$ cat src/hdl/crt_pkg.sv
`default_nettype none

package crt_pkg;

   localparam int TGT_W   = 256;
   localparam int BPS     = 2;
   localparam int NSTAGE  = TGT_W / BPS;
   localparam int MANT_W  = 23;
   localparam int PROD_W  = 87;
   localparam int REM_W   = 25;

   localparam logic [30:0] HEIGHT_SWITCH = 31'd10000;

   localparam logic [1:0] POS_NONE   = 2'd0;
   localparam logic [1:0] POS_FIRST  = 2'd1;
   localparam logic [1:0] POS_SECOND = 2'd2;
   localparam logic [1:0] POS_FULL   = 2'd3;

   localparam logic [2:0] REG_WORK_LIMIT     = 3'd0;
   localparam logic [2:0] REG_STAKE_LIMIT    = 3'd1;
   localparam logic [2:0] REG_SPACING_FIRST  = 3'd2;
   localparam logic [2:0] REG_SPACING_SECOND = 3'd3;
   localparam logic [2:0] REG_TIMESPAN       = 3'd4;

   localparam logic [31:0] RST_WORK_LIMIT  = 32'd486604799;
   localparam logic [31:0] RST_STAKE_LIMIT = 32'd486604799;
   localparam logic [15:0] RST_SPACING     = 16'd60;
   localparam logic [23:0] RST_TIMESPAN    = 24'd1200;

   typedef struct packed {
      logic        started;
      logic        cap;
      logic [4:0]  kb;
      logic [23:0] win;
   } crt_trk_type;

   typedef struct packed {
      logic               valid;
      logic               full;
      logic               hf;
      logic [REM_W-1:0]   d;
      logic [REM_W-1:0]   rem;
      logic [PROD_W-1:0]  dv;
      logic [7:0]         gap;
      logic [MANT_W-1:0]  lsr;
      logic [7:0]         lgap;
      logic               gt;
      logic               lt;
      crt_trk_type        qtrk;
      crt_trk_type        ltrk;
   } crt_stage_type;

   typedef struct packed {
      logic [31:0]             work_limit;
      logic [31:0]             stake_limit;
      logic [1:0][63:0]        base;
      logic [1:0][REM_W-1:0]   d;
      logic [1:0][15:0]        sp;
   } crt_cfg_type;

   function automatic crt_trk_type trk_step(input crt_trk_type t, input logic b,
                                            input logic [7:0] pos);
      crt_trk_type r;
      r = t;
      if (!r.cap) begin
         r.win = {r.win[22:0], b};
      end
      if (!r.started && b) begin
         r.started = 1'b1;
         r.kb      = pos[7:3];
      end
      if (r.started && !r.cap && (pos[2:0] == 3'd0)
          && (({1'b0, pos[7:3]} + 6'd2) == {1'b0, r.kb})) begin
         r.cap = 1'b1;
      end
      return r;
   endfunction

   function automatic logic [31:0] trk_encode(input crt_trk_type t);
      logic [23:0] c;
      logic [7:0]  size;
      c    = t.win;
      size = {3'd0, t.kb} + 8'd1;
      if (!t.cap) begin
         c = (t.kb == 5'd0) ? {t.win[7:0], 16'd0} : {t.win[15:0], 8'd0};
      end
      if (c[23]) begin
         c    = c >> 8;
         size = size + 8'd1;
      end
      if (!t.started) begin
         return 32'd0;
      end
      return {size, 1'b0, c[22:0]};
   endfunction

endpackage

`default_nettype wire

$ cat src/hdl/crt_stage.sv
`default_nettype none

module crt_stage #(
   parameter int STAGE_IDX = 0
) (
   input  logic                   clock,
   input  logic                   reset,
   input  logic                   en,
   input  crt_pkg::crt_stage_type prev,
   output crt_pkg::crt_stage_type next
);
   import crt_pkg::*;

   crt_stage_type s_ff, s_in;

   always_comb begin
      logic [7:0]       pos;
      logic             xb;
      logic             lb;
      logic             qb;
      logic [REM_W:0]   r;
      s_in = prev;
      for (int j = 0; j < BPS; j++) begin
         pos = 8'(TGT_W - 1 - BPS * STAGE_IDX - j);
         if (s_in.gap != 8'd0) begin
            xb       = 1'b0;
            s_in.gap = s_in.gap - 8'd1;
         end else begin
            xb      = s_in.dv[PROD_W-1];
            s_in.dv = {s_in.dv[PROD_W-2:0], 1'b0};
         end
         if (s_in.lgap != 8'd0) begin
            lb        = 1'b0;
            s_in.lgap = s_in.lgap - 8'd1;
         end else begin
            lb       = s_in.lsr[MANT_W-1];
            s_in.lsr = {s_in.lsr[MANT_W-2:0], 1'b0};
         end
         r = {s_in.rem, xb};
         if (r >= {1'b0, s_in.d}) begin
            qb = 1'b1;
            r  = r - {1'b0, s_in.d};
         end else begin
            qb = 1'b0;
         end
         s_in.rem = r[REM_W-1:0];
         if (!s_in.gt && !s_in.lt) begin
            s_in.gt = qb & ~lb;
            s_in.lt = lb & ~qb;
         end
         s_in.qtrk = trk_step(s_in.qtrk, qb, pos);
         s_in.ltrk = trk_step(s_in.ltrk, lb, pos);
      end
   end

   always_ff @(posedge clock) begin
      if (reset) begin
         s_ff.valid <= 1'b0;
      end else if (en) begin
         s_ff <= s_in;
      end
   end

   assign next = s_ff;

endmodule

`default_nettype wire

$ cat config.mk
export PLATFORM = sky130hd
export DESIGN_NAME = crt_stage
export DESIGN_NICKNAME = d
export VERILOG_FILES = /design/src/hdl/crt_pkg.sv /design/src/hdl/crt_stage.sv
export SDC_FILE = /design/constraint.sdc
export NUM_CORES = 1
export LEC_CHECK = 0
export BUFFER_PORTS_ARGS = -buffer_cell sky130_fd_sc_hd__buf_4
export CAP_MARGIN = 20
export CORE_AREA = 2 2 192 194
export CTS_CLUSTER_SIZE = 20
export DETAILED_ROUTE_END_ITERATION = 10
export DIE_AREA = 0 0 194 196
export REMOVE_ABC_BUFFERS = 1
export SETUP_SLACK_MARGIN = 0.05
export SLEW_MARGIN = 0
export SYNTH_ARGS = -nofsm -noshare
export SYNTH_HDL_FRONTEND = slang
export SYNTH_SLANG_ARGS = --single-unit
$ cat constraint.sdc
create_clock -name clock -period 17.1 [get_ports clock]
set_input_delay 1.71 -clock clock [delete_from_list [all_inputs] [get_ports clock]]
set_output_delay 1.71 -clock clock [all_outputs]
set_load 0.02 [all_outputs]
## Word level (Yosys, flattened, before mapping)

Cells that the tools add are included.

- Add/subtract/negate cells: 6
- Multipliers: 0
- Divide/modulo/power cells: 0
- Order comparisons: 2
- Equality and inequality tests: 0
- Shifts and indexed selects: 0
- Mux-type cells: 24
- Bitwise gates (word level): 9
- Reductions and logical operators: 21

Operators with widths:

| kind | number |
|---|---|
| 2-to-1 mux 87 bit | 2 |
| 2-to-1 mux 24 bit | 4 |
| >= comparator 26 x 25 -> 1 bit | 2 |
| 2-to-1 mux 25 bit | 2 |
| subtractor 25 bit | 2 |
| 2-to-1 mux 23 bit | 2 |
| 2-to-1 mux 8 bit | 4 |
| nonzero test 8 bit | 4 |
| subtractor 8 x 1 -> 8 bit, second input constant | 4 |
| zero test 1 bit | 8 |
| 2-to-1 mux 1 bit | 8 |
| logical AND 1 bit | 6 |
| NOT 1 bit | 5 |
| AND 1 bit | 4 |
| 2-to-1 mux 2 bit | 2 |
| OR reduction 2 bit | 2 |
| AND reduction 2 bit | 1 |

- Bits in registers: 243
- Bits in latches: 0
- Bits in writable memories: 0
- ROM bits: 0
- Bits of input ports: 246
- Memories kept: 0

## Depth between registers and ports, before layout

- Depth in word-level cells: 10
- Gate-level depth with buffers: 27

## Worst setup path after synthesis

OpenSTA, ideal clock, no wires.

- Path kind: input port to flip-flop
- From: in reset
- To: reg s_ff (netlist bit next[0]) (enable)
- Library setup time: 0.882 ns
- Arrival: 12.412 ns
- Data required time: 16.218 ns
- Slack: 3.806 ns
- Stages: 1
- Buffers on the path: 0
- Cell sequence: nor2b_1

- Cells in the longest elaborated chain, start to end: 2

Ends and longest elaborated chain:

| element | RTL line | source |
|---|---|---|
| start, declared | crt_stage.sv:7 | `input logic reset,` |
| NOT 1 bit (no source line) | n/a |  |
| AND reduction 2 bit (no source line) | n/a |  |
| end signal, assigned | crt_stage.sv:60 | `s_ff <= s_in;` |
| end, declared | crt_stage.sv:14 | `crt_stage_type s_ff, s_in;` |

No other way between the ends.
A chain may end at the register's enable or synchronous reset.

==> impl_metrics.yaml <==
pwr:
  p_per_area_nw_per_um2: 98.0
  vdd_drop_max_mv: 0.0642
  total_power_mw: 1.85
  p_leak_nw: 7.82
critical_path:
  timing.rr.end: "next[242]"
  crit_required_ns: 17.38
  worst_r2r_path_depth: 2
  r2r_slack_ns: 16.49
  startpoint_type: "primary input"
  crit_arrival_ns: 8.16
  r2r_start: "next[242]"
  cp_max_fo: 23
  end_kind: "flip-flop"
  critical_path_class: "primary input to flip-flop"
cts:
  clockBufferDepth: 3
  clk_latency_ns: 0.56
  ctsResizeCount: 0
  cts_made_buffers: 28
  post-cts-setup-buffers: 0
  cts_hold_buf: 0
  cts_tree: "built"
  htreeDepth: 1
  clock-sinks: 243
  root_buffer: "clkbuf_16"
  clk_pin_slew_ns: 0.06
global_route:
  antenna_found_initial: 2
  grt_max_degree: 171
  grt_pass1_wl_um: 69700
  grt_pass1_vias: 11700
  grt_overflow: 0
  grt.total_usage_pct: 23.4
timing:
  skew_ns: 0
  drv_slew: 0
  fin_ws_ns: 9.23
  setup_tns_ns: 0
  setup_viol: 0
  period_needed_ns: 7.87
  worstMarginPinSlew_ns: 1.12
  timing.fmax_mhz: 127
  timing.slew.headroom_pct: 25.1
  rsz0062_at_grt: "false"
  finalCritPeriodShare_pct: 46.0
  finalHoldViolations: 0
die:
  start_util_pct: 38.7
  num_rows: 70
  core_um2: 36100
  die_w_um: 194
  io_pins: 489
  die_h_um: 196
  dieArea_um2: 38000
place:
  dp.cells: 2200
  gp_congestion: 0.928
  place_hpwl_um: 35700
  portBuffers: 488
  place_ws_ns: 8.66
final_layout:
  final_core_util_pct: 52.3
  area_growth_pct: 35.2
  multiInputGateArea_um2: 6190
  num-fill-cells: 3293
  seq_area_um2: 7290
  fin_cells: 2253
  fin_nets: 2065
  drive_gt1_share_pct: 36.0
  largest_reg_flops: 243
routing:
  viasPerCell: 5.31
  drtPass1Iterations: 5
  wl_per_cell_um: 20.7
  wl_met2_um: 23100
  vias: 12000
  drtIter0Drc: 885
  top_layer_used: "met4"
  wl_met1_um: 19200
  totalWireLength_um: 46600
  drc: 0
  antenna_left: 0
  wl_met3_um: 2820
synthesis:
  netlist_area_um2: 14000
  syn_inst: 1298
  synth_edf_count: 242
  syn_avg_cell_area_um2: 10.8
  synthFlopType: "edfxtp_1"
  synthArstFlopShare_pct: 0
  synth_cell_types: 87
  yosysTopAreaCell: "edfxtp_1"
  seq_area_frac_synth_pct: 52.2
  synthMostInstantiatedCell: "nor2_1"
  synth.top_cells.by_area: "edfxtp_1 (52%), nor2_1 (6.7%), ha_1 (4.9%)"
  synth_top_area_share_pct: 52.0
  yosys_warnings: 0
  synth_common_cells: "nor2_1 (249), edfxtp_1 (242), o22ai_1 (107), nand2_1 (69)"
  synth-seq-cells: 243
run_status:
  status: "complete, no violations"
flow_run:
  cap_violations: 0
hold_path:
  min-delay-start: "next[242]"
  hold_path_depth: 2
  hold_path_class: "flip-flop to flip-flop"
  hold_path_end: "next[242]"
## cells in the final DEF (no fill, tap or decap), types with 6 or more instances in the layout
cell	n
a211oi_1	6
a31oi_1	7
a211o_1	6
nand4_1	6
a21oi_1	55
clkinv_2	6
o21bai_1	6
nor3_1	17
o21ai_0	46
o21a_1	11
o22ai_1	107
nor2b_1	7
inv_1	52
xor2_1	18
o31ai_1	8
and3_1	7
nand3_1	20
edfxtp_1	242
mux2i_1	11
or2_2	8
nor2_1	249
nand2b_1	15
a21o_1	13
ha_1	55
nand2_1	68
buf_4	495
nor4_1	7
xnor2_1	38
clkbuf_16	29
mux2_4	16
mux2_2	54
## worst max path at each step
stage	startpoint	end	cells past startpoint
after floorplan	reset	next[0]	1
after global placement	prev[99]	next[202]	22
after detailed placement	prev[99]	next[199]	22
after CTS	prev[99]	next[196]	22
after global routing	prev[95]	next[196]	25
final	prev[99]	next[196]	23
## routing by layer
layer | vias to the layer above | track usage, %
li1 | 5751 | -
met1 | 5691 | 29.8
met2 | 455 | 40.5
met3 | 71 | 3.75
met4 | 0 | 7.74
met5 | - | 0
## metrics by stage
step / area, um^2 / hold WS, ns
after global placement: 18000 / 0.481
after global routing: 18900 / 0.600
after CTS: 18900 / 0.559
final: 18900 / 0.548
after floorplan: 13700 / 0.579
after detailed placement: 18000 / 0.550
## report_power, final
group          total, mW  internal [mW]  switching [mW]  leakage [nW]
clock network      0.581          0.326           0.255         0.431
registers          0.740          0.723          0.0171          2.28
logic              0.531          0.242           0.288          5.11
## cell families (layout without fill, tap and decap cells)
group	count (synthesis)	in the layout	share of synthesized area [%]
simple gates	439	439	14.1
compound gates	306	306	14.4
flops	243	243	52.2
buf+inv	114	599	3.60
mux	82	82	6.94
fa+ha+maj	57	57	5.21
xor+xnor	57	57	3.57
other cells	0	2	0
## worst max-delay path, stage by stage
cell	delay, ns
buf_4	0.13
nor4_1	0.41
and3_1	0.59
nand2_1	0.11
ha_1	0.23
fa_1	0.42
nor2b_4	0.19
o31a_1	0.20
o311ai_1	0.14
a41oi_2	0.34
nor2_2	0.24
nand3_1	0.13
o21ai_0	0.22
fa_1	0.54
a211oi_1	0.35
o211ai_1	0.21
nand3_1	0.12
a31oi_1	0.18
nand4_1	0.15
a31oi_1	0.24
a211oi_4	0.43
buf_4	0.45
mux2_2	0.39
## area by class of cell
| cell class | count | share of cell area [%] |
|---|---|---|
| Antenna cell | 2 | 0.0265 |
| Timing Repair Buffer | 496 | 19.8 |
| Inverter | 52 | 1.03 |
| Clock buffer | 32 | 3.90 |
| Sequential cell | 243 | 38.6 |
| Multi-Input combinational cell | 941 | 32.8 |
| Tap cell | 468 | 3.10 |
| Clock inverter | 19 | 0.755 |
(Power assumes the default switching activity.)
