<file path="src/hdl/crt_pkg.sv">
`default_nettype none

package crt_pkg;

   localparam int TGT_W   = 256;
   localparam int BPS     = 2;
   localparam int NSTAGE  = TGT_W / BPS;
   localparam int MANT_W  = 23;
   localparam int PROD_W  = 87;
   localparam int REM_W   = 25;

   localparam logic [30:0] HEIGHT_SWITCH = 31'd10000;

   localparam logic [1:0] POS_NONE   = 2'd0;
   localparam logic [1:0] POS_FIRST  = 2'd1;
   localparam logic [1:0] POS_SECOND = 2'd2;
   localparam logic [1:0] POS_FULL   = 2'd3;

   localparam logic [2:0] REG_WORK_LIMIT     = 3'd0;
   localparam logic [2:0] REG_STAKE_LIMIT    = 3'd1;
   localparam logic [2:0] REG_SPACING_FIRST  = 3'd2;
   localparam logic [2:0] REG_SPACING_SECOND = 3'd3;
   localparam logic [2:0] REG_TIMESPAN       = 3'd4;

   localparam logic [31:0] RST_WORK_LIMIT  = 32'd486604799;
   localparam logic [31:0] RST_STAKE_LIMIT = 32'd486604799;
   localparam logic [15:0] RST_SPACING     = 16'd60;
   localparam logic [23:0] RST_TIMESPAN    = 24'd1200;

   typedef struct packed {
      logic        started;
      logic        cap;
      logic [4:0]  kb;
      logic [23:0] win;
   } crt_trk_type;

   typedef struct packed {
      logic               valid;
      logic               full;
      logic               hf;
      logic [REM_W-1:0]   d;
      logic [REM_W-1:0]   rem;
      logic [PROD_W-1:0]  dv;
      logic [7:0]         gap;
      logic [MANT_W-1:0]  lsr;
      logic [7:0]         lgap;
      logic               gt;
      logic               lt;
      crt_trk_type        qtrk;
      crt_trk_type        ltrk;
   } crt_stage_type;

   typedef struct packed {
      logic [31:0]             work_limit;
      logic [31:0]             stake_limit;
      logic [1:0][63:0]        base;
      logic [1:0][REM_W-1:0]   d;
      logic [1:0][15:0]        sp;
   } crt_cfg_type;

   function automatic crt_trk_type trk_step(input crt_trk_type t, input logic b,
                                            input logic [7:0] pos);
      crt_trk_type r;
      r = t;
      if (!r.cap) begin
         r.win = {r.win[22:0], b};
      end
      if (!r.started && b) begin
         r.started = 1'b1;
         r.kb      = pos[7:3];
      end
      if (r.started && !r.cap && (pos[2:0] == 3'd0)
          && (({1'b0, pos[7:3]} + 6'd2) == {1'b0, r.kb})) begin
         r.cap = 1'b1;
      end
      return r;
   endfunction

   function automatic logic [31:0] trk_encode(input crt_trk_type t);
      logic [23:0] c;
      logic [7:0]  size;
      c    = t.win;
      size = {3'd0, t.kb} + 8'd1;
      if (!t.cap) begin
         c = (t.kb == 5'd0) ? {t.win[7:0], 16'd0} : {t.win[15:0], 8'd0};
      end
      if (c[23]) begin
         c    = c >> 8;
         size = size + 8'd1;
      end
      if (!t.started) begin
         return 32'd0;
      end
      return {size, 1'b0, c[22:0]};
   endfunction

endpackage

`default_nettype wire

</file>
<file path="src/hdl/crt_tail.sv">
`default_nettype none

module crt_tail (
   input  logic                   clock,
   input  logic                   reset,
   input  crt_pkg::crt_stage_type last,
   output logic                   en,
   output logic                   rsp_valid,
   input  logic                   rsp_ready,
   output logic [31:0]            rsp_next_bits
);
   import crt_pkg::*;

   logic [1:0]  cnt_ff, cnt_in;
   logic [31:0] q0_ff, q0_in;
   logic [31:0] q1_ff, q1_in;
   logic [31:0] res;
   logic        push;
   logic        pop;
   logic        use_limit;

   assign en        = (cnt_ff != 2'd2);
   assign push      = en && last.valid;
   assign pop       = (cnt_ff != 2'd0) && rsp_ready;
   assign use_limit = !last.full || last.gt || (last.hf && !last.qtrk.started);
   assign res       = use_limit ? trk_encode(last.ltrk) : trk_encode(last.qtrk);

   always_comb begin
      q0_in  = q0_ff;
      q1_in  = q1_ff;
      cnt_in = cnt_ff;
      unique case (cnt_ff)
         2'd0: begin
            if (push) begin
               q0_in  = res;
               cnt_in = 2'd1;
            end
         end
         2'd1: begin
            if (push && pop) begin
               q0_in = res;
            end else if (push) begin
               q1_in  = res;
               cnt_in = 2'd2;
            end else if (pop) begin
               cnt_in = 2'd0;
            end
         end
         2'd2: begin
            if (pop) begin
               q0_in  = q1_ff;
               cnt_in = 2'd1;
            end
         end
         default: cnt_in = 2'd0;
      endcase
   end

   always_ff @(posedge clock) begin
      if (reset) begin
         cnt_ff <= 2'd0;
      end else begin
         cnt_ff <= cnt_in;
      end
   end

   always_ff @(posedge clock) begin
      q0_ff <= q0_in;
      q1_ff <= q1_in;
   end

   assign rsp_valid     = (cnt_ff != 2'd0);
   assign rsp_next_bits = q0_ff;

endmodule

`default_nettype wire

</file>
<file path="config.mk">
export PLATFORM = sky130hd
export DESIGN_NAME = crt_tail
export DESIGN_NICKNAME = d
export VERILOG_FILES = /design/src/hdl/crt_pkg.sv /design/src/hdl/crt_tail.sv
export SDC_FILE = /design/constraint.sdc
export NUM_CORES = 1
export LEC_CHECK = 0
export ABC_AREA = 1
export BUFFER_PORTS_ARGS = -buffer_cell sky130_fd_sc_hd__buf_2
export CORE_MARGIN = 3
export CORE_UTILIZATION = 40
export DETAILED_ROUTE_END_ITERATION = 16
export GPL_TIMING_DRIVEN = 0
export HOLD_SLACK_MARGIN = 0.05
export MAX_ROUTING_LAYER = met4
export PLACE_DENSITY = 0.84
export SLEW_MARGIN = 10
export SYNTH_ARGS = -nofsm -noshare
export SYNTH_HDL_FRONTEND = slang
export SYNTH_SLANG_ARGS = --single-unit
</file>
<file path="constraint.sdc">
create_clock -name clock -period 5.8 [get_ports clock]
set_input_delay 0.29 -clock clock [delete_from_list [all_inputs] [get_ports clock]]
set_output_delay 0.29 -clock clock [all_outputs]
set_load 0.05 [all_outputs]
</file>
Word-level counts from Yosys, hierarchy flattened:

Index checks and enable logic that the tools add are counted.

* bitwise operators: 1
* reduce and logical (&&, ||, !) cells: 16
* add/sub/neg operators: 4
* eq/ne operators: 8
* mux-type cells: 21

Operators by type and width (count)
* 2-to-1 mux 32 bit: 5
* 2-to-1 mux 24 bit: 4
* one-hot mux 32 bit (3 select lines): 1
* 2-to-1 mux 23 bit: 2
* 2-to-1 mux 31 bit: 1
* adder 6 x 1 -> 7 bit, second input constant: 2
* 2-to-1 mux 7 bit: 2
* adder 5 x 1 -> 6 bit, second input constant: 2
* logical NOT 5 bit: 2
* 2-to-1 mux 2 bit: 5
* inequality test 2 bit, second input constant: 5
* AND reduction 4 bit: 2
* one-hot mux 2 bit (3 select lines): 1
* logical AND 1 bit: 4
* inequality test 3 bit, second input constant: 1
* AND reduction 3 bit: 1
* nonzero test 3 bit: 1
* equality test 2 x 1 -> 1 bit, second input constant: 1
* equality test 2 bit, second input constant: 1
* logical NOT 1 bit: 2
* logical NOT 2 bit: 1
* logical OR 1 bit: 2
* nonzero test 2 bit: 1
* NOT 1 bit: 1

* bits in registers: 66
* output and inout bits: 34
* word-level logic and storage cells: 53
* bits of input ports: 246

Longest topological paths before layout:

* word-level depth: 8
* depth in mapped cells: 14
* depth with buffers taken out: 14

Worst setup path before layout:

Ideal clock, no wire load.

* path type: register to register
* start point: reg cnt_ff[0]
* end point: reg q0_ff[0] (netlist: rsp_next_bits[0]) (enable)
* stages on the path, launching flop included: 5
* arrival time: 2178 ps
* slack: 3205 ps
* library setup time: 417 ps
* required time: 5383 ps
* period minus slack after synthesis: 2595 ps
* buffers on the path: 0
* cells stage by stage: dfxtp_1 nor2_1 inv_1 o22ai_1 nor2_1

* longest elaborated chain between the ends: 5
* elaborated cells on any way between the ends: 13
* those cells by class: eq/ne (6); reduce/logical (7)

RTL lines
* from (decl): RTL line crt_tail.sv:14 `logic [1:0] cnt_ff, cnt_in;`
* from (signal assigned): RTL line crt_tail.sv:63 `cnt_ff <= cnt_in;`
* nonzero test 2 bit *
* named net rsp_valid: RTL line crt_tail.sv:8 `output logic rsp_valid,`
* logical AND 1 bit *: RTL line crt_tail.sv:24 `assign pop = (cnt_ff != 2'd0) && rsp_ready;`
* logical AND 1 bit: RTL line crt_tail.sv:40 `if (push && pop) begin`
* inequality test 2 bit (no source line)
* AND reduction 4 bit (no source line) *
* to (signal assigned): RTL line crt_tail.sv:68 `q0_ff <= q0_in;`
* to (decl): RTL line crt_tail.sv:15 `logic [31:0] q0_ff, q0_in;`

The timed path passes the listed nets; every way through them passes the cells marked *.
A chain may end at the register's enable or synchronous reset.

Worst setup path after layout:

* start point: in last[24] (netlist bit)
* end point: reg q0_ff[11] (netlist: rsp_next_bits[11]), data pin

* longest elaborated chain between the ends: 8
* elaborated cells on any way between the ends: 9
* those cells by class: mux (8); reduce/logical (1)

RTL lines
* from (decl): RTL line crt_tail.sv:6 `input crt_pkg::crt_stage_type last,`
* logical NOT 5 bit *: RTL line crt_pkg.sv:85 `c = (t.kb == 5'd0) ? {t.win[7:0], 16'd0} : {t.win[15:0], 8'd0};`
* 2-to-1 mux 24 bit *: RTL line crt_pkg.sv:85
* 2-to-1 mux 24 bit *: RTL line crt_pkg.sv:84 `if (!t.cap) begin`
* 2-to-1 mux 23 bit *: RTL line crt_pkg.sv:87 `if (c[23]) begin`
* 2-to-1 mux 31 bit *: RTL line crt_pkg.sv:94 `return {size, 1'b0, c[22:0]};`
* 2-to-1 mux 32 bit *: RTL line crt_tail.sv:26 `assign res = use_limit ? trk_encode(last.ltrk) : trk_encode(last.qtrk);`
* named net res[11]: RTL line crt_tail.sv:17 `logic [31:0] res;`
* 2-to-1 mux 32 bit, on equally long branches: RTL line crt_tail.sv:40, crt_tail.sv:34
* one-hot mux 32 bit (3 select lines) *: RTL line crt_tail.sv:32 `unique case (cnt_ff)`
* named net q0_in[11]: RTL line crt_tail.sv:15

The timed path passes the listed nets; every way through them passes the cells marked *. The select of a mux whose other input is x is not followed.

==> impl_results.md <==
* Cell area after synthesis at 4320 µm²
* Setup Viol. Count Final at 0
* Initial antenna violation count at 0
* Leak at 2.50 nW
* Hold path cells at 2
* CP dominant cell by count: nand2_1
* Inserted Clock Buffers at 9
* Die width at 110 µm
* Total core area at 10400 µm²
* Cell total after placement at 807
* R2r startpoint: cnt_ff[1]
* Die Ht at 110 µm
* Tmin final at 2.00 ns
* CTS tree: built
* Placed Instance Area at 5000 µm²
* CP bufs+invs at 4
* Overall Power at 1.26 mW
* Vias in the first global route at 4008
* Die area at 12100 µm²
* ANT nets after route at 0
* WHS at 0.152 ns
* Largest net degree at the start of global routing at 31
* Worst Path Arrival at 2.10 ns
* Cts hold-fix bufs at 0
* Nets at 935
* Critical-path maximum fanout at 10
* PwrDens at 244 nW/µm²
* CP top delay family: simple AND/OR/NAND/NOR gates
* Critical-path cell list: buf_2 > inv_1 > ha_1 > inv_1 > nor2_4 > nand2_4 > nand2_1 > nand3_1 > nand2_1 > buf_2 > nand2_1 > nand3_1 > nand2_2 > nand2_1 > nand2_1
* Area Growth Syn to Fin at 19.7%
* First-pass GRT wire length at 19900 µm
* Skew final at 0.0105 ns
* Cell variety after synth at 35
* WL per Instance at 15.5 µm
* Yosys reg bits at 62
* Overall routed net length at 12800 µm
* Post_cts resized at 0
* Sequential share of the synthesized area at 42.7%
* Least-Margin Pin Slew at 0.849 ns
* CP Depth at 15
* Max stage delay on crit path at 0.26 ns
* Initial DRC Count at 506
* Worst path slowest cell: nor2_4
* Non-Filler Instances at 823
* Routed vias/inst at 5.31
* Final Cell Area at 5170 µm²
* Total Routing Usage GR at 22.1%
* # fillers at 1000
* Syn Area/Cell at 7.56 µm²
* DRC at 0
* Setup tns final at 0 ns
* Post-CTS setup buffer count at 0
* Vias at 4371
* Drt pass-1 iters at 5
* Share of layout cells above drive strength 1 at 26.2%
* CP Launch Type: input port
* R2R depth at 5
* WP data required at 5.89 ns
* Main area contributors after synthesis: edfxtp_1, nand2_1, nand3_1
* CTS root buffer: clkbuf_8
* H-tree levels at 3
* RSZ-0062 raised after global routing: no
* Post-DP HPWL at 10100 µm
* Max Cap Violations at 0
* Hold_sp: reset
* Hold crit path type: input port to register
* Worst setup path startpoint: last[24]
* I/O pins at 280
* GP Congestion at 0.952
* Post-Syn Instances at 571
* CP endpoint kind: register
* F_max at 499 MHz
* Status: complete, no violations
* Final Hold Vio Count at 0
* Starting density of the core at 41.4%
* Synth top area share at 41.7%
* Reg clk slew, reported paths at 0.07 ns
* Slew margin rel. at 43.3%
* Max clock buf depth at 2
* Tcrit/Tclk final at 34.6%
* Core Rows at 37
* Synth area leader: edfxtp_1
* GRT overflow at 0
* WS Path Type: input port to register
* IO Port Bufs at 98
* Synth warn at 0
* Diode count at 0
* CTS sink count at 62
* Clk Latency, worst-skew pair at 0.34 ns
* VDD IR max at 0.173 mV
* Max-slew violations at 0
## sequential cells by signal, summed over array words and instances (netlist names)
signal and cells:
q1_ff 30, rsp_next_bits 30, cnt_ff 2
## synthesized netlist by cell type
library cell / count
inv_1: 49
o21ai_0: 26
edfxtp_1: 60
nand2_4: 4
clkbuf_1: 10
nor2_1: 29
o211ai_1: 5
dfxtp_1: 2
conb_1: 1
a211o_1: 1
o21ai_2: 8
nand4_1: 5
a31oi_1: 2
a22oi_1: 12
buf_4: 5
nand3_1: 75
nand2_2: 19
buf_2: 7
a211oi_1: 2
xor2_1: 1
nand3_2: 11
nand2_1: 211
buf_1: 2
or2_2: 2
nor3_1: 1
clkinv_1: 1
a21oi_1: 1
and2_1: 1
buf_8: 1
nor2_2: 1
inv_2: 3
o22ai_1: 1
ha_1: 7
nor2_4: 4
buf_6: 1
## worst reg2reg max path: cells and delay by family, from the launching register on
kind	cells	cell delay, ns
buffers and inverters	2	0.23
AND/OR/NAND/NOR	2	0.71
flip-flops	1	0.34
AO/OA/AOI/OAI	1	0.15
## layer usage
layer,up-vias,share of wire [%],wire length [µm],track usage (%)
met3,44,8.8,1130,4.76
met5,-,0,0,-
met1,1985,44,5560,30.0
met2,227,44,5680,32.7
met4,0,3.2,403,7.66
li1,2115,-,-,-
## placed cells by master, fill, tap and decap left out, types with 4 or more instances in the layout
cell	instances
a22oi_1	12
buf_2	105
buf_4	5
o21ai_2	8
nor2_1	27
edfxtp_1	60
clkbuf_1	12
o211ai_1	5
nand2_2	19
o21ai_0	26
nand3_2	11
nand3_1	75
nand4_1	5
nor2_4	6
nand2_4	4
ha_1	7
inv_1	49
nand2_1	211
clkbuf_8	9
## power breakdown
| group | switching [mW] | leakage (nW) | internal, mW | total, mW |
|---|---|---|---|---|
| logic | 0.281 | 1.81 | 0.0976 | 0.378 |
| clock network | 0.177 | 0.0837 | 0.156 | 0.333 |
| registers | 0.0101 | 0.604 | 0.541 | 0.551 |
## final timing paths
check	end	slack (ns)
worst min-delay path	cnt_ff[1]	0.15
worst max register to register	rsp_next_bits[27]	3.97
worst min register to register	rsp_next_bits[6]	0.51
worst max-delay path	rsp_next_bits[11]	3.80
## logic make-up after synthesis
logic type      count (synthesis)  synth area share [%]
compound gates                 58                  8.70
buf+inv                        79                  7.94
fa+ha+maj                       7                  2.03
other cells                     1                0.0869
flops                          62                  42.7
simple gates                  363                  38.4
xor+xnor                        1                 0.203
## layout make-up
cell class              count  area, µm²  share of cell area (%)
clock buffers              11        131                    2.54
multi-input cells         432       2150                    41.7
well taps                 136        170                    3.29
flip-flops and latches     62       1840                    35.7
repair buffers             98        490                    9.49
inverters                  53        199                    3.85
clock inverters             5       35.0                   0.678
plain buffers              26        144                    2.79
## through the flow
stage | utilization [%] | worst slack [ns]
floorplan | - | 3.21
global placement | 47.9 | 3.01
detailed placement | 48.0 | 3.49
CTS | 49.6 | 3.82
global route | 49.6 | 3.65
finish | 49.6 | 3.80
No activity file was read; power rests on OpenSTA's default activity.
