[config.mk]
export PLATFORM = sky130hd
export DESIGN_NAME = crt_front
export DESIGN_NICKNAME = d
export VERILOG_FILES = /design/src/hdl/crt_pkg.sv /design/src/hdl/crt_front.sv
export SDC_FILE = /design/constraint.sdc
export NUM_CORES = 2
export LEC_CHECK = 0
export BUFFER_PORTS_ARGS = -buffer_cell sky130_fd_sc_hd__clkbuf_2
export CAP_MARGIN = 40
export CORE_UTILIZATION = 55
export CTS_BUF_LIST = sky130_fd_sc_hd__clkbuf_8 sky130_fd_sc_hd__clkbuf_16
export CTS_CLUSTER_DIAMETER = 120
export DETAILED_ROUTE_END_ITERATION = 8
export PLACE_DENSITY_LB_ADDON = 0.1
export SLEW_MARGIN = 5
export SYNTH_ARGS = -nofsm -noshare
export SYNTH_HDL_FRONTEND = slang
export SYNTH_SLANG_ARGS = --single-unit
[constraint.sdc]
create_clock -name clock -period 78.6 [get_ports clock]
set_input_delay 11.79 -clock clock [delete_from_list [all_inputs] [get_ports clock]]
set_output_delay 11.79 -clock clock [all_outputs]
set_load 0.005 [all_outputs]
[src/hdl/crt_pkg.sv]
`default_nettype none

package crt_pkg;

   localparam int TGT_W   = 256;
   localparam int BPS     = 2;
   localparam int NSTAGE  = TGT_W / BPS;
   localparam int MANT_W  = 23;
   localparam int PROD_W  = 87;
   localparam int REM_W   = 25;

   localparam logic [30:0] HEIGHT_SWITCH = 31'd10000;

   localparam logic [1:0] POS_NONE   = 2'd0;
   localparam logic [1:0] POS_FIRST  = 2'd1;
   localparam logic [1:0] POS_SECOND = 2'd2;
   localparam logic [1:0] POS_FULL   = 2'd3;

   localparam logic [2:0] REG_WORK_LIMIT     = 3'd0;
   localparam logic [2:0] REG_STAKE_LIMIT    = 3'd1;
   localparam logic [2:0] REG_SPACING_FIRST  = 3'd2;
   localparam logic [2:0] REG_SPACING_SECOND = 3'd3;
   localparam logic [2:0] REG_TIMESPAN       = 3'd4;

   localparam logic [31:0] RST_WORK_LIMIT  = 32'd486604799;
   localparam logic [31:0] RST_STAKE_LIMIT = 32'd486604799;
   localparam logic [15:0] RST_SPACING     = 16'd60;
   localparam logic [23:0] RST_TIMESPAN    = 24'd1200;

   typedef struct packed {
      logic        started;
      logic        cap;
      logic [4:0]  kb;
      logic [23:0] win;
   } crt_trk_type;

   typedef struct packed {
      logic               valid;
      logic               full;
      logic               hf;
      logic [REM_W-1:0]   d;
      logic [REM_W-1:0]   rem;
      logic [PROD_W-1:0]  dv;
      logic [7:0]         gap;
      logic [MANT_W-1:0]  lsr;
      logic [7:0]         lgap;
      logic               gt;
      logic               lt;
      crt_trk_type        qtrk;
      crt_trk_type        ltrk;
   } crt_stage_type;

   typedef struct packed {
      logic [31:0]             work_limit;
      logic [31:0]             stake_limit;
      logic [1:0][63:0]        base;
      logic [1:0][REM_W-1:0]   d;
      logic [1:0][15:0]        sp;
   } crt_cfg_type;

   function automatic crt_trk_type trk_step(input crt_trk_type t, input logic b,
                                            input logic [7:0] pos);
      crt_trk_type r;
      r = t;
      if (!r.cap) begin
         r.win = {r.win[22:0], b};
      end
      if (!r.started && b) begin
         r.started = 1'b1;
         r.kb      = pos[7:3];
      end
      if (r.started && !r.cap && (pos[2:0] == 3'd0)
          && (({1'b0, pos[7:3]} + 6'd2) == {1'b0, r.kb})) begin
         r.cap = 1'b1;
      end
      return r;
   endfunction

   function automatic logic [31:0] trk_encode(input crt_trk_type t);
      logic [23:0] c;
      logic [7:0]  size;
      c    = t.win;
      size = {3'd0, t.kb} + 8'd1;
      if (!t.cap) begin
         c = (t.kb == 5'd0) ? {t.win[7:0], 16'd0} : {t.win[15:0], 8'd0};
      end
      if (c[23]) begin
         c    = c >> 8;
         size = size + 8'd1;
      end
      if (!t.started) begin
         return 32'd0;
      end
      return {size, 1'b0, c[22:0]};
   endfunction

endpackage

`default_nettype wire

[src/hdl/crt_front.sv]
`default_nettype none

module crt_front (
   input  logic                  clock,
   input  logic                  reset,
   input  logic                  en,
   input  logic                  req_fire,
   input  logic [1:0]            chain_position,
   input  logic                  stake_flag,
   input  logic                  version_two,
   input  logic [30:0]           last_height,
   input  logic [31:0]           prev_bits,
   input  logic [31:0]           prev_time,
   input  logic [31:0]           prev_prev_time,
   input  crt_pkg::crt_cfg_type  cfg,
   output crt_pkg::crt_stage_type head
);
   import crt_pkg::*;

   typedef struct packed {
      logic              valid;
      logic              full;
      logic              hf;
      logic [MANT_W-1:0] m;
      logic [7:0]        sb;
      logic [MANT_W-1:0] lm;
      logic [7:0]        lsb;
      logic [32:0]       act;
      logic [63:0]       base;
      logic [REM_W-1:0]  d;
   } fa_type;

   typedef struct packed {
      logic              valid;
      logic              full;
      logic              hf;
      logic [MANT_W-1:0] m;
      logic [7:0]        sb;
      logic [MANT_W-1:0] lm;
      logic [7:0]        lsb;
      logic [REM_W-1:0]  d;
      logic [63:0]       mult;
   } fb_type;

   typedef struct packed {
      logic              valid;
      logic              full;
      logic              hf;
      logic [7:0]        sb;
      logic [MANT_W-1:0] lm;
      logic [7:0]        lsb;
      logic [REM_W-1:0]  d;
      logic [54:0]       plo;
      logic [54:0]       phi;
   } fc_type;

   typedef struct packed {
      logic              valid;
      logic              full;
      logic              hf;
      logic [7:0]        sb;
      logic [MANT_W-1:0] lm;
      logic [7:0]        lsb;
      logic [REM_W-1:0]  d;
      logic [PROD_W-1:0] pt;
   } fd_type;

   fa_type        a_ff, a_in;
   fb_type        b_ff, b_in;
   fc_type        c_ff, c_in;
   fd_type        d_ff, d_in;
   crt_stage_type e_ff, e_in;

   function automatic logic [30:0] decode(input logic [31:0] bits);
      logic [7:0]        size;
      logic [MANT_W-1:0] word;
      logic [MANT_W-1:0] m;
      logic [7:0]        sb;
      size = bits[31:24];
      word = bits[22:0];
      m    = word;
      sb   = 8'd0;
      if (size <= 8'd3) begin
         unique case (size[1:0])
            2'd0: m = '0;
            2'd1: m = word >> 16;
            2'd2: m = word >> 8;
            2'd3: m = word;
         endcase
      end else begin
         sb = size - 8'd3;
      end
      return {sb, m};
   endfunction

   always_comb begin
      logic [31:0] limit;
      logic [15:0] sp;
      logic [30:0] dp;
      logic [30:0] dl;
      a_in       = '0;
      a_in.valid = req_fire;
      a_in.hf    = (last_height >= HEIGHT_SWITCH);
      limit      = stake_flag ? cfg.stake_limit : cfg.work_limit;
      unique case (chain_position)
         POS_NONE:              limit = cfg.work_limit;
         POS_FIRST, POS_SECOND: a_in.full = 1'b0;
         POS_FULL:              a_in.full = 1'b1;
      endcase
      sp        = cfg.sp[version_two];
      a_in.base = cfg.base[version_two];
      a_in.d    = cfg.d[version_two];
      dp        = decode(prev_bits);
      dl        = decode(limit);
      a_in.m    = dp[22:0];
      a_in.sb   = dp[30:23];
      a_in.lm   = dl[22:0];
      a_in.lsb  = dl[30:23];
      a_in.act  = {1'b0, prev_time} - {1'b0, prev_prev_time};
      if (a_in.hf && a_in.act[32]) begin
         a_in.act = {17'd0, sp};
      end
   end

   always_comb begin
      b_in.valid = a_ff.valid;
      b_in.full  = a_ff.full;
      b_in.hf    = a_ff.hf;
      b_in.m     = a_ff.m;
      b_in.sb    = a_ff.sb;
      b_in.lm    = a_ff.lm;
      b_in.lsb   = a_ff.lsb;
      b_in.d     = a_ff.d;
      b_in.mult  = a_ff.base + {{30{a_ff.act[32]}}, a_ff.act, 1'b0};
   end

   always_comb begin
      c_in.valid = b_ff.valid;
      c_in.full  = b_ff.full;
      c_in.hf    = b_ff.hf;
      c_in.sb    = b_ff.sb;
      c_in.lm    = b_ff.lm;
      c_in.lsb   = b_ff.lsb;
      c_in.d     = b_ff.d;
      c_in.plo   = b_ff.m * b_ff.mult[31:0];
      c_in.phi   = b_ff.m * b_ff.mult[63:32];
   end

   always_comb begin
      d_in.valid = c_ff.valid;
      d_in.full  = c_ff.full;
      d_in.hf    = c_ff.hf;
      d_in.sb    = c_ff.sb;
      d_in.lm    = c_ff.lm;
      d_in.lsb   = c_ff.lsb;
      d_in.d     = c_ff.d;
      d_in.pt    = {32'd0, c_ff.plo} + {c_ff.phi, 32'd0};
   end

   always_comb begin
      logic [10:0] shx;
      logic [10:0] shy;
      e_in       = '0;
      e_in.valid = d_ff.valid;
      e_in.full  = d_ff.full;
      e_in.hf    = d_ff.hf;
      e_in.d     = d_ff.d;
      shx        = {d_ff.sb, 3'b000} - 11'd169;
      shy        = {d_ff.lsb, 3'b000} - 11'd233;
      if (d_ff.sb <= 8'd21) begin
         e_in.gap = 8'd169 - {d_ff.sb[4:0], 3'b000};
         e_in.dv  = d_ff.pt;
      end else if (shx > 11'd86) begin
         e_in.dv  = '0;
      end else begin
         e_in.dv  = d_ff.pt << shx[6:0];
      end
      if (d_ff.lsb <= 8'd29) begin
         e_in.lgap = 8'd233 - {d_ff.lsb[4:0], 3'b000};
         e_in.lsr  = d_ff.lm;
      end else if (shy > 11'd22) begin
         e_in.lsr  = '0;
      end else begin
         e_in.lsr  = d_ff.lm << shy[4:0];
      end
   end

   always_ff @(posedge clock) begin
      if (reset) begin
         a_ff.valid <= 1'b0;
         b_ff.valid <= 1'b0;
         c_ff.valid <= 1'b0;
         d_ff.valid <= 1'b0;
         e_ff.valid <= 1'b0;
      end else if (en) begin
         a_ff <= a_in;
         b_ff <= b_in;
         c_ff <= c_in;
         d_ff <= d_in;
         e_ff <= e_in;
      end
   end

   assign head = e_ff;

endmodule

`default_nettype wire

# == Word level (Yosys, flattened, before mapping) ==
# Index checks and enable logic that the tools add are counted.
# op_classes
multipliers,2
eq_ne,7
n_shift,2
muxes,18
bitwise,1
div,0
n_addsub,9
n_reduce_logical,5
order_cmp,8
# ops
operator,n
case mux 23 bit (4 select lines),2
2-to-1 mux 87 bit,2
2-to-1 mux 64 bit,2
multiplier 23 x 32 -> 55 bit,2
2-to-1 mux 23 bit,4
adder 55 x 87 -> 87 bit,1
left shift 87 x 7 -> 87 bit,1
adder 64 bit,1
2-to-1 mux 32 bit,2
2-to-1 mux 25 bit,2
2-to-1 mux 16 bit,3
subtractor 32 x 32 -> 33 bit,1
">= comparator 31 x 14 -> 1 bit, second input constant",1
left shift 23 x 5 -> 23 bit,1
"subtractor 11 x 8 -> 11 bit, second input constant",2
"less-or-equal comparator 8 x 2 -> 1 bit, second input constant",2
"less-or-equal comparator 8 x 5 -> 1 bit, second input constant",2
"subtractor 8 x 2 -> 8 bit, second input constant",2
"subtractor 8 bit, first input constant",2
"greater-than comparator 11 x 5 -> 1 bit, second input constant",1
"greater-than comparator 11 x 7 -> 1 bit, second input constant",1
"== test 2 bit, second input constant",5
logical NOT 2 bit,3
"== test 2 x 1 -> 1 bit, second input constant",2
other kinds (5),5
# totals
n_memories,0
ram_bits,0
word_cells,97
regBits,826
latchBits,0
out_inout_bits,243
inputBits,409
rom_bits,0

# == Longest topological paths before layout ==
# depth
ltp_word,5
depth_mapped,29
ltp_nobuf,26

# == Worst setup path before layout ==
# Ideal clock, no wire load.
# synth_path
path_kind,input port to flip-flop
startpoint,input port reset
endpoint,"register a_ff[0] in the netlist's numbering, enable pin"
arrival_ns,47.820
path_stages,1
path_buffers,0
setup_slack_ns,28.648
setup_ns,2.132
t_required_ns,76.468
path_cell_list,nor2b_1
# synth_between
elab_chain_cells,2
# synth_lines
item,line_no,text
"start, declared",crt_front.sv:5,"input logic reset,"
inverter 1 bit (no line),-,
AND reduction 2 bit (no line),-,
"end signal, assigned",crt_front.sv:196,a_ff <= a_in;
"end, declared",crt_front.sv:68,"fa_type a_ff, a_in;"
# Every way passes these cells.
# A chain may end at the register's enable or synchronous reset.

# == Worst setup path in the final report ==
# layout_path
startpoint,input port en
endpoint,"register d_ff[139] in the netlist's numbering, enable pin"
# layout_between
elab_chain_cells,1
# layout_lines
item,line_no,text
"start, declared",crt_front.sv:6,"input logic en,"
AND reduction 2 bit (no line),-,
"end signal, assigned",crt_front.sv:199,d_ff <= d_in;
"end, declared",crt_front.sv:71,"fd_type d_ff, d_in;"
# Every way passes these cells.

==> impl_metrics.csv <==
group,metric,value,unit
grt,track_usage,27.2,%
grt,grt_max_degree,161,
drt,drt_iter0_drc,3807,
cts,clk_latency,750,ps
worst_setup_path,crit_arrival,15370,ps
cts,postCtsSetupBuffers,0,
grt,grt_pass1_wl,336,mm
place,dp_hpwl,163,mm
cts,clk_pin_slew_worst_paths,60,ps
worst_setup_path,r2r_setup_slack,69530,ps
cts,cts_tree,"done",
drt,drc,0,
sta,fin_crit_sh,19.1,%
die,dieHeight,398,um
sta,relSlewSlack,34.9,%
worst_setup_path,r2r-end,"c_ff[53]",
die,die_area,0.158,mm2
cts,cts_resized,0,
die,die_w,398,um
worst_setup_path,path_class,"in -> reg",
grt,grt_pass1_vias,61030,
grt,antenna_found_initial,5,
min_path,holdPathEnd,"c_ff[124]",
sta,rsz0062_at_grt,"no",
sta,worstMarginPinSlew,976,ps
worst_setup_path,critPathLaunchType,"input pin",
drt,vias,59088,
sta,clock_skew,69.8,ps
die,io_pins,652,
yosys,netlist_instances,8223,
worst_setup_path,rr_worst_depth,25,
outcome,status,"finished clean",
die,initial_utilization,55.7,%
yosys,yosysSeqAreaShare,28.6,%
yosys,synthDistinctLibCells,79,
drt,avgViaCountPerCell,5.54,
drt,wl_per_cell,19.8,um
die,core,0.155,mm2
worst_setup_path,worstPathMaxFanout,144,
min_path,min_path_cells,0,
drt,firstDrtPassIters,6,
yosys,synth_edf_count,817,
cts,numCtsBuffers,90,
min_path,worstHoldStart,"b_ff[78]",
place,pre_cts_ws,62800,ps
cells_and_area,finalNetCount,10710,
sta,setup_viol,0,
sta,final.setup.tns,0,ps
cells_and_area,drive_gt1_share,11.7,%
cts,cts_sinks,822,
cts,cts_buffer_depth,3,
die,rows,144,
yosys,netlist_area,0.0862,mm2
yosys,synth_seq_cells,822,
sta,min_period,15030,ps
flow_run,cap_violations,0,
drt,final_antenna_net_count,0,
yosys,syn_area_per_cell,10.5,um2
sta,fmax,0.0665,GHz
cells_and_area,area_growth,9.37,%
worst_setup_path,r2r_start,"b_ff[138]",
sta,hold_viol,0,
yosys,yosys_warnings,0,
yosys,synth_ff_type,"edfxtp_1",
sta,layout_setup_ws,63570,ps
place,place_congestion,0.906,
worst_setup_path,endpoint_kind,"flop",
worst_setup_path,cp.required,78940,ps
yosys,async_reset_ff_share,0,%
cts,cts_max_level,3,
grt,gr-total-overflow,0,
sta,timing.hold.ws,411,ps
sta,maxSlewViolCount,0,
cts,cts.root.buffer_cell,"clkbuf_16",
cts,postCtsHoldBufs,0,
min_path,worstHoldPathType,"reg -> reg",
place,numPortBuffers,551,
drt,routed_wl,212,mm
==> logic make-up after synthesis <==
kind of cell,after synthesis,share of synthesized area [%]
buffers and inverters,1941,8.90
other,1,0.00435
adder cells (fa/ha/maj),1746,36.3
flip-flops,822,28.6
XOR/XNOR,251,2.55
AND/OR/NAND/NOR,2228,12.5
multiplexers,266,3.95
AO/OA/AOI/OAI,968,7.23
==> flip-flops by register name (all words and copies together), names as in the netlist <==
signal / cells
d_ff: 154
b_ff: 154
c_ff: 177
a_ff: 187
head: 150
==> worst max path at each step <==
stage | start | endpoint | slack, ps | depth (start not counted)
2_1_floorplan | reset | a_ff[0] | 28650 | 1
3_3_place_gp | en | d_ff[122] | 62380 | 6
3_5_place_dp | en | d_ff[122] | 62800 | 8
4_1_cts | en | c_ff[147] | 63580 | 8
5_1_grt | en | b_ff[93] | 63290 | 8
6_report | en | d_ff[139] | 63570 | 8
==> Yosys cell counts, types with 10 or more instances <==
library cell / n / area, um2
inv_1: 1395 / 5240
fa_1: 1257 / 25200
nand2_1: 1056 / 3960
edfxtp_1: 817 / 24500
and2_1: 672 / 4200
ha_1: 489 / 6120
clkbuf_1: 372 / 1400
a21oi_1: 259 / 1300
o21ai_0: 211 / 1060
nor2_1: 193 / 724
xnor2_1: 170 / 1490
a21o_1: 156 / 1170
mux2i_1: 117 / 1170
mux2_2: 100 / 1130
buf_4: 95 / 713
xor2_1: 81 / 709
buf_1: 69 / 259
nand3_1: 54 / 270
nand4_1: 52 / 325
nor2b_1: 52 / 325
mux4_2: 49 / 1100
o21bai_1: 40 / 300
a22o_1: 39 / 342
and3_1: 38 / 238
nor3_1: 38 / 190
a31oi_1: 36 / 225
a22oi_1: 32 / 240
o22ai_1: 27 / 169
o21a_1: 26 / 195
nand2b_1: 20 / 125
a211oi_1: 19 / 143
o211ai_1: 16 / 120
a221o_1: 10 / 100
o31ai_1: 10 / 75.1
or2_2: 10 / 62.6
==> critical path: stages <==
cell and delay (ps):
clkbuf_2 180, nor2b_4 500, buf_4 250, buf_16 270
buf_12 560, buf_4 490, buf_16 300, buf_4 660
==> stage by stage <==
stage / util, % / cell area (um2) / instances
final: 60.9 / 94300 / 10675
after global routing: 60.9 / 94200 / 10673
after CTS: 60.9 / 94200 / 10673
after detailed placement: 58.9 / 91100 / 10507
after global placement: 58.3 / 90300 / 10469
after floorplan: - / 86500 / 8315
==> placed cells by master (no fill, tap or decap), types with 20 or more instances in the layout <==
cell type	count
and3_1	38
clkbuf_16	90
mux2i_1	117
o22ai_1	27
and2_1	672
o21ai_0	209
xnor2_1	169
nand4_1	52
a21o_1	156
nor2_1	193
nor2b_1	51
buf_16	23
a31oi_1	36
mux2_2	100
conb_1	93
a22oi_1	32
edfxtp_1	817
nand2_1	1056
o21bai_1	40
nor3_1	37
o21a_1	26
nand3_1	54
clkbuf_2	550
mux4_2	49
xor2_1	81
ha_1	488
inv_1	1407
fa_1	1257
nand2b_1	20
a22o_1	39
a21oi_1	259
buf_4	105
==> area by class of cell <==
type	instances	area, um2
clock inverter	76	897
sequential	822	24600
timing repair buffer	693	4400
antenna	2	5.00
tap	2044	2560
multi-input combinational	5552	54300
fill	13026	60500
inverter	1396	5240
clock buffer	90	2250
==> routing by layer <==
metal	share of wire [%]	wire [um]	track usage, %
met1	42	90000	37.8
met2	47	98900	43.8
met3	7.8	16500	4.58
met4	3.1	6490	8.49
met5	0.016	33	0
Power is not shown: default switching activity piles up to over one toggle a cycle in this logic, so the estimate is an artifact.
